**src/rtl/core/rorbp_pkg.sv**
```systemverilog
// Shared types, constants and control-store codes for the object record bit packer.
package rorbp_pkg;

  // Input and result words
  typedef struct packed {
    logic [4:0]  item_code;
    logic [1:0]  addr_type;
    logic [15:0] field_value;
    logic [3:0]  sym_len;
    logic [63:0] sym_chars;
  } item_t;

  typedef struct packed {
    logic [7:0] out_byte;
    logic       last_of_item;
  } result_t;

  localparam int MaxSymbolChars = 8;
  localparam logic [3:0] MAX_SYM = 4'(MaxSymbolChars);
  localparam logic [2:0] SYM_LEN_BITS_RESET = 3'd4;

  // Item codes
  localparam logic [4:0] CODE_ABS      = 5'd0;
  localparam logic [4:0] CODE_REL_LAST = 5'd3;
  localparam logic [4:0] CODE_LNK_BASE = 5'd4;
  localparam logic [4:0] CODE_LNK_LAST = 5'd19;

  // Link subcodes
  localparam logic [3:0] SUB_SYM_LAST  = 4'd4;
  localparam logic [3:0] SUB_VSYM_FRST = 4'd5;
  localparam logic [3:0] SUB_VSYM_LAST = 4'd7;
  localparam logic [3:0] SUB_END_PROG  = 4'd14;

  // Control-store addresses
  localparam int PcW = 4;
  localparam logic [PcW-1:0] A_ABS = 4'd0;
  localparam logic [PcW-1:0] A_REL = 4'd2;
  localparam logic [PcW-1:0] A_LNK = 4'd5;
  localparam logic [PcW-1:0] A_VAL = 4'd6;
  localparam logic [PcW-1:0] A_SYM = 4'd9;
  localparam logic [PcW-1:0] A_CHR = 4'd10;
  localparam logic [PcW-1:0] A_PAD = 4'd11;

  // Data sources
  localparam logic [3:0] S_NONE    = 4'd0;
  localparam logic [3:0] S_ABS_HDR = 4'd1;
  localparam logic [3:0] S_REL_HDR = 4'd2;
  localparam logic [3:0] S_LNK_HDR = 4'd3;
  localparam logic [3:0] S_LOW     = 4'd4;
  localparam logic [3:0] S_HIGH    = 4'd5;
  localparam logic [3:0] S_TYPE    = 4'd6;
  localparam logic [3:0] S_LEN     = 4'd7;
  localparam logic [3:0] S_CHAR    = 4'd8;
  localparam logic [3:0] S_PAD     = 4'd9;

  // Sequencing conditions
  localparam logic [2:0] C_NEXT = 3'd0;
  localparam logic [2:0] C_END  = 3'd1;
  localparam logic [2:0] C_LNK  = 3'd2;
  localparam logic [2:0] C_VAL  = 3'd3;
  localparam logic [2:0] C_LEN  = 3'd4;
  localparam logic [2:0] C_CHAR = 3'd5;

  typedef struct packed {
    logic [3:0] src;
    logic [2:0] cond;
  } ctrl_t;

  // Bit push request and accumulator status
  typedef struct packed {
    logic       en;
    logic [7:0] data;
    logic [3:0] nbits;
  } push_t;

  typedef struct packed {
    logic       done;
    logic [7:0] byte_val;
    logic [3:0] free;
  } acc_stat_t;

endpackage

```
**src/rtl/core/rorbp_rom.sv**
```systemverilog
// Control store: one control word per sequencer step.
module rorbp_rom (
  input  logic [rorbp_pkg::PcW-1:0] pc,
  output rorbp_pkg::ctrl_t          ctrl
);
  import rorbp_pkg::*;

  // Record programs, entered at A_ABS, A_REL or A_LNK
  always_comb begin
    case (pc)
      4'd0:    ctrl = '{src: S_ABS_HDR, cond: C_NEXT};
      4'd1:    ctrl = '{src: S_LOW,     cond: C_END};
      4'd2:    ctrl = '{src: S_REL_HDR, cond: C_NEXT};
      4'd3:    ctrl = '{src: S_LOW,     cond: C_NEXT};
      4'd4:    ctrl = '{src: S_HIGH,    cond: C_END};
      4'd5:    ctrl = '{src: S_LNK_HDR, cond: C_LNK};
      4'd6:    ctrl = '{src: S_TYPE,    cond: C_NEXT};
      4'd7:    ctrl = '{src: S_LOW,     cond: C_NEXT};
      4'd8:    ctrl = '{src: S_HIGH,    cond: C_VAL};
      4'd9:    ctrl = '{src: S_LEN,     cond: C_LEN};
      4'd10:   ctrl = '{src: S_CHAR,    cond: C_CHAR};
      4'd11:   ctrl = '{src: S_PAD,     cond: C_END};
      default: ctrl = '{src: S_NONE,    cond: C_END};
    endcase
  end

endmodule

```
**src/rtl/core/rorbp_acc.sv**
```systemverilog
// Bit accumulator: appends up to eight bits MSB-first and reports a completed byte.
module rorbp_acc (
  input  logic                  clk,
  input  logic                  rst,
  input  rorbp_pkg::push_t      push,
  output rorbp_pkg::acc_stat_t  stat
);
  import rorbp_pkg::*;

  logic [7:0]  acc;
  logic [3:0]  free;
  logic [15:0] wide;
  logic [15:0] in_mask;
  logic [3:0]  rem;
  logic [15:0] rem_mask;

  // Pending bits followed by the new field; the byte is the top eight of them
  always_comb begin
    in_mask  = (16'd1 << push.nbits) - 16'd1;
    wide     = ({8'd0, acc} << push.nbits) | ({8'd0, push.data} & in_mask);
    rem      = push.nbits - free;
    rem_mask = (16'd1 << rem) - 16'd1;
    stat.done     = push.nbits >= free;
    stat.byte_val = 8'(wide >> rem);
    stat.free     = free;
  end

  always_ff @(posedge clk) begin
    if (rst) begin
      acc  <= '0;
      free <= 4'd8;
    end else if (push.en) begin
      if (stat.done) begin
        acc  <= 8'(wide & rem_mask);
        free <= 4'd8 - rem;
      end else begin
        acc  <= wide[7:0];
        free <= free - push.nbits;
      end
    end
  end

endmodule

```
**src/rtl/core/rel_object_record_bit_packer.sv**
```systemverilog
// Top level of the object record bit packer: sequencer, operand select and output words.
// Each accepted item is one object record, run as a short program from a control store
// that appends one field (at most eight bits) to the bit accumulator per step, so at most
// one byte completes per step. A record is taken while idle, then runs its field steps
// and a flush step; a stalled output holds byte-completing steps and the flush.
// Input is taken only while the sequencer is idle. The newest byte of a record is held
// back until a newer byte displaces it or the flush, so that its last byte can be marked.
// The symbol length width is set through the configuration write port; write it only
// while no record is in flight.
module rel_object_record_bit_packer (
  input  logic               clk,
  input  logic               rst,
  input  logic               item_valid,
  output logic               item_stall,
  input  rorbp_pkg::item_t   item,
  output logic               result_valid,
  input  logic               result_stall,
  output rorbp_pkg::result_t result,
  input  logic               cfg_valid,
  output logic               cfg_ready,
  input  logic [2:0]         cfg_data
);
  import rorbp_pkg::*;

  localparam logic [1:0] ST_IDLE  = 2'd0;
  localparam logic [1:0] ST_RUN   = 2'd1;
  localparam logic [1:0] ST_FLUSH = 2'd2;

  logic [1:0]     state;
  logic [PcW-1:0] pc;
  logic [PcW-1:0] pc_next;
  logic           seq_end;
  logic [2:0]     chr;
  item_t          cur;
  logic [2:0]     sym_len_bits;
  logic [7:0]     held;
  logic           held_valid;
  ctrl_t          ctrl;
  push_t          push;
  acc_stat_t      stat;
  logic [3:0]     sub;
  logic [3:0]     len_c;
  logic           out_free;
  logic           step_go;
  logic [PcW-1:0] entry;
  logic           emit_mid;
  logic           emit_last;

  assign cfg_ready  = 1'b1;
  assign item_stall = (state != ST_IDLE);
  assign out_free   = !result_valid || !result_stall;

  // Configuration register
  always_ff @(posedge clk) begin
    if (rst) begin
      sym_len_bits <= SYM_LEN_BITS_RESET;
    end else if (cfg_valid && cfg_ready) begin
      sym_len_bits <= cfg_data;
    end
  end

  rorbp_rom u_rom (
    .pc   (pc),
    .ctrl (ctrl)
  );

  rorbp_acc u_acc (
    .clk  (clk),
    .rst  (rst),
    .push (push),
    .stat (stat)
  );

  assign sub   = 4'(cur.item_code - CODE_LNK_BASE);
  assign len_c = (cur.sym_len > MAX_SYM) ? MAX_SYM : cur.sym_len;

  // Program entry by record class
  always_comb begin
    if (item.item_code == CODE_ABS) begin
      entry = A_ABS;
    end else if (item.item_code <= CODE_REL_LAST) begin
      entry = A_REL;
    end else begin
      entry = A_LNK;
    end
  end

  // Hold the step while a new byte has nowhere to go
  assign step_go = (state == ST_RUN) && !(stat.done && held_valid && !out_free);

  // Operand select for the current step
  always_comb begin
    push.en    = step_go;
    push.data  = '0;
    push.nbits = '0;
    case (ctrl.src)
      S_ABS_HDR: begin
        push.data  = 8'd0;
        push.nbits = 4'd1;
      end
      S_REL_HDR: begin
        push.data  = {5'd0, 1'b1, cur.item_code[1:0]};
        push.nbits = 4'd3;
      end
      S_LNK_HDR: begin
        push.data  = {1'b0, 3'b100, sub};
        push.nbits = 4'd7;
      end
      S_LOW: begin
        push.data  = cur.field_value[7:0];
        push.nbits = 4'd8;
      end
      S_HIGH: begin
        push.data  = cur.field_value[15:8];
        push.nbits = 4'd8;
      end
      S_TYPE: begin
        push.data  = {6'd0, cur.addr_type};
        push.nbits = 4'd2;
      end
      S_LEN: begin
        push.data  = {4'd0, len_c};
        push.nbits = {1'b0, sym_len_bits};
      end
      S_CHAR: begin
        push.data  = cur.sym_chars[{chr, 3'b000} +: 8];
        push.nbits = 4'd8;
      end
      S_PAD: begin
        push.data  = 8'd0;
        push.nbits = (stat.free == 4'd8) ? 4'd0 : stat.free;
      end
      default: begin
        push.data  = '0;
        push.nbits = '0;
      end
    endcase
  end

  // Next step address
  always_comb begin
    pc_next = pc + 1'b1;
    seq_end = 1'b0;
    case (ctrl.cond)
      C_NEXT: pc_next = pc + 1'b1;
      C_END:  seq_end = 1'b1;
      C_LNK: begin
        if (cur.item_code > CODE_LNK_LAST) begin
          seq_end = 1'b1;
        end else begin
          case (sub) inside
            [4'd0:SUB_SYM_LAST]:          pc_next = A_SYM;
            [SUB_VSYM_FRST:SUB_END_PROG]: pc_next = A_VAL;
            default:                      pc_next = A_PAD;
          endcase
        end
      end
      C_VAL: begin
        if (sub >= SUB_VSYM_FRST && sub <= SUB_VSYM_LAST) begin
          pc_next = A_SYM;
        end else if (sub == SUB_END_PROG) begin
          pc_next = A_PAD;
        end else begin
          seq_end = 1'b1;
        end
      end
      C_LEN: begin
        if (len_c == 4'd0) begin
          seq_end = 1'b1;
        end else begin
          pc_next = A_CHR;
        end
      end
      C_CHAR: begin
        if (({1'b0, chr} + 4'd1) < len_c) begin
          pc_next = pc;
        end else begin
          seq_end = 1'b1;
        end
      end
      default: seq_end = 1'b1;
    endcase
  end

  // Held byte leaves when a newer one displaces it, or as the last one at flush
  assign emit_mid  = step_go && stat.done && held_valid;
  assign emit_last = (state == ST_FLUSH) && held_valid && out_free;

  // Sequencer, held byte and output word
  always_ff @(posedge clk) begin
    if (rst) begin
      state        <= ST_IDLE;
      pc           <= A_ABS;
      chr          <= '0;
      held_valid   <= 1'b0;
      result_valid <= 1'b0;
    end else begin
      if (emit_mid || emit_last) begin
        result_valid        <= 1'b1;
        result.out_byte     <= held;
        result.last_of_item <= emit_last;
      end else if (out_free) begin
        result_valid <= 1'b0;
      end
      case (state)
        ST_IDLE: begin
          if (item_valid && !item_stall) begin
            cur   <= item;
            pc    <= entry;
            chr   <= '0;
            state <= ST_RUN;
          end
        end
        ST_RUN: begin
          if (step_go) begin
            if (stat.done) begin
              held       <= stat.byte_val;
              held_valid <= 1'b1;
            end
            if (ctrl.cond == C_CHAR) begin
              chr <= chr + 1'b1;
            end
            if (seq_end) begin
              state <= ST_FLUSH;
            end else begin
              pc <= pc_next;
            end
          end
        end
        ST_FLUSH: begin
          if (!held_valid) begin
            state <= ST_IDLE;
          end else if (out_free) begin
            held_valid <= 1'b0;
            state      <= ST_IDLE;
          end
        end
        default: state <= ST_IDLE;
      endcase
    end
  end

endmodule

```
**config.mk**
```make
export PLATFORM = sky130hd
export DESIGN_NAME = rel_object_record_bit_packer
export DESIGN_NICKNAME = d
export VERILOG_FILES = /design/src/rtl/core/rorbp_pkg.sv /design/src/rtl/core/rorbp_rom.sv /design/src/rtl/core/rorbp_acc.sv /design/src/rtl/core/rel_object_record_bit_packer.sv
export SDC_FILE = /design/constraint.sdc
export NUM_CORES = 1
export LEC_CHECK = 0
export ABC_AREA = 1
export BUFFER_PORTS_ARGS = -buffer_cell sky130_fd_sc_hd__buf_4
export CAP_MARGIN = 40
export CORE_MARGIN = 1.5
export CORE_UTILIZATION = 45
export DETAILED_ROUTE_END_ITERATION = 7
export HOLD_SLACK_MARGIN = 0.02
export PLACE_DENSITY_LB_ADDON = 0.2
export SETUP_SLACK_MARGIN = 0.15
export SLEW_MARGIN = 10
export SYNTH_ARGS = -nofsm -noshare
export SYNTH_HDL_FRONTEND = slang
export SYNTH_SLANG_ARGS = --single-unit
```
**constraint.sdc**
```tcl
create_clock -name clk -period 19.7 [get_ports clk]
set_input_delay 2.955 -clock clk [delete_from_list [all_inputs] [get_ports clk]]
set_output_delay 2.955 -clock clk [all_outputs]
set_load 0.1 [all_outputs]
```
==> results by group <==
Worst setup path
  • Internal reg-to-reg setup slack: 15.45 ns
  • Worst r2r src: u_rom.ctrl[4]$_DFF_P_
  • CP Max Fanout: 17
  • CP Capture Type: flop
  • R2R Path End: u_acc.acc[7]$_SDFFE_PP0P_
  • Worst r2r path cells: 16
  • Critical Path RT: just under 20 ns
  • CP startpoint kind: input port
  • Crit path arrival time: approximately 4.6 ns
  • Worst setup path class: in -> reg

Status
  • Status: completed

Clocking
  • H-tree Lvls: 4
  • Post-CTS sizing: 0
  • CTS buffer count: 17
  • Sink Count: ~140
  • Worst-Skew Late Latency: 0.42 ns
  • CTS tree: built
  • Setup Fix Bufs, Post-CTS: 0
  • CTS Buffer Depth: 2
  • Root Driver: clkbuf_16
  • Post-CTS Hold Buffers: 0
  • Clock Pin Slew Worst Setup and Hold Paths: approximately 0.06 ns

Finish
  • Share of post-route cells with drive strength above 1: 0.188
  • Final nets: 1189
  • Post-route cell area: a little under 0.01 sq mm
  • Commonest non-fill, non-tap cell in the layout: nand2_1
  • Highest-count cells in the layout ignoring fill and taps: nand2_1 (212), nand3_1 (125), buf_4 (112)
  • # diodes: 0
  • Syn-to-layout area delta: 19.7%

Logic synthesis
  • Mapped Cells: ~960
  • Syn nets: 1085
  • Yosys warns: 0
  • Syn avg cell area: between 8 and 9 sq um
  • Yosys reg bits: 141
  • Post-synth ARST share: 0
  • Post-Syn Area: around 0.0080 sq mm
  • Sequential share of the synthesized area: 0.485
  • Prevailing post-synth register cell: edfxtp_1
  • Number of synthesized flops with an enable pin: approximately 110
  • Synth cell types: between 40 and 50

Timing
  • Worst-margin pin slew: ~0.72 ns
  • RSZ-0062 raised after global routing: no
  • Pins Over Slew Limit: 0
  • FMAX: approximately 0.22 GHz
  • Rel. slew slack: 0.516
  • Post-route clock period utilization: 0.228
  • Skew final: between 0.01 and 0.015 ns
  • Endpoints failing hold: 0
  • Min Tclk post-route: approximately 4.5 ns
  • Setup_tns: 0 ns
  • # setup viols final: 0

Global routing
  • Largest net degree at the start of global routing: ~70
  • Global-route wire length before repair: roughly 32 mm
  • Initial antenna violation count: 0
  • GRT Overall Usage: 0.221
  • Grt total ovfl: 0
  • Vias in the first global route: 6501

Flow run
  • Max Cap Violations: 0

Power
  • Leakage power: roughly 0.0042 uW
  • Max rail drop VDD: between 0.08 and 0.09 mV
  • PwrDens: about 150 mW/mm^2

Route
  • Via count of the routed design: just under 7k
  • DRT iter0 DRCs: 522
  • Residual DRC: 0
  • DRT Wirelength: slightly below 20 mm
  • Final ANT Viol Nets: 0
  • Post-DR wirelength/cell: about 15 um
  • Vias per cell: about 5.3
  • First-pass DRT Iterations: 5

Place
  • Gp weighted congestion: a little over 0.9
  • Area after DPL: slightly above 0.009 sq mm
  • Port Buf Inserts: between 100 and 150
  • Dpl hpwl: 14.6 mm

Floorplan
  • # IOs: between 100 and 150
  • Die extent in x: approximately 140 um
  • DIE AREA: 0.0187 sq mm
  • Core ar.: 0.0174 sq mm
  • Die Height: 137 um
  • Starting density of the core: 0.462
  • FP Rows: 48

Min path
  • Worst hold start: held[4]$_DFFE_PP_
  • Worst min path class: reg -> reg
  • Hold Path End: result[5]$_DFFE_PP_
  • Hold path depth: 0
## through the flow
stage / total power, uW / instances / setup slack, ns / hold slack [ns] / util
2_1_floorplan: 991 / 957 / 9.52 / 0.400 / -
3_3_place_gp: 1160 / 1263 / 14.44 / 0.404 / 0.516
3_5_place_dp: 1160 / 1267 / 14.76 / 0.411 / 0.520
4_1_cts: 1480 / 1299 / 15.21 / 0.424 / 0.553
5_1_grt: 1600 / 1299 / 15.00 / 0.437 / 0.553
6_report: 1480 / 1299 / 15.20 / 0.421 / 0.553
## report_power, final
part           internal [uW]  switching (uW)
registers                364            21.4
clock network            188             129
logic                    243             534
total                    795             684
## synthesized netlist by cell type (6+ instances only)
cell type / count / area [sq um]
a211oi_1: 8 / 60.1
a21oi_1: 34 / 170
buf_2: 13 / 65.1
clkbuf_1: 10 / 37.5
dfxtp_1: 33 / 661
edfxtp_1: 108 / 3240
ha_1: 27 / 338
inv_1: 82 / 308
inv_2: 14 / 52.6
nand2_1: 212 / 796
nand2_2: 10 / 62.6
nand3_1: 125 / 626
nand3_2: 10 / 100
nand4_1: 16 / 100
nor2_1: 102 / 383
nor3_1: 11 / 55.1
o211ai_1: 12 / 90.1
o21ai_0: 69 / 345
xor2_1: 6 / 52.6
## logic make-up after synthesis
kind of cell	synth area share
AOI/OAI and AO/OA	0.107
and+or+nand+nor	0.287
xor gates and xnor gates	0.00653
adders and majority gates	0.0469
DFF	0.485
other	0.000466
buffers and inverters	0.0668
## final cells by class
cell class	instances	area, sq um
Clock buffer	17	425
Clock inverter	15	156
Fill cell	1623	7780
Inverter	97	364
Multi-Input combinational cell	689	3610
Sequential cell	141	3900
Tap cell	225	282
Timing Repair Buffer	115	888
## worst max-delay path: stages
cell     delay [ns]
buf_4          0.10
nand2_1        0.09
nor2_1         0.09
a21oi_2        0.52
inv_2          0.20
nor3_1         0.37
buf_2          0.28
## per-layer routing
metal	vias up	wire length, um	global-route usage	share of wire
li1	3485	-	-	-
met1	3146	8970	0.293	0.45
met2	222	9180	0.354	0.46
met3	32	1140	0.0463	0.058
met4	0	481	0.0839	0.024
met5	-	0	0	0
## how the worst max path moves through the flow
stage | startpoint | slack (ns) | to | depth (start not counted)
2_1_floorplan | rst | 9.52 | cur[0]$_DFFE_PP_ | 3
3_3_place_gp | result_stall | 14.44 | held[2]$_DFFE_PP_ | 6
3_5_place_dp | result_stall | 14.76 | held[0]$_DFFE_PP_ | 7
4_1_cts | result_stall | 15.21 | held[2]$_DFFE_PP_ | 7
5_1_grt | result_stall | 15.00 | held[2]$_DFFE_PP_ | 7
6_report | result_stall | 15.20 | held[4]$_DFFE_PP_ | 7
## sequential cells by signal (all words and copies together), names as in the netlist
signal        count
sym_len_bits      3
state             2
u_rom.ctrl        7
result            9
held              8
cur              91
pc                4
u_acc.acc         8
result_valid      1
held_valid        1
u_acc.free        4
chr               3
No activity file was read; power rests on OpenSTA's default activity.
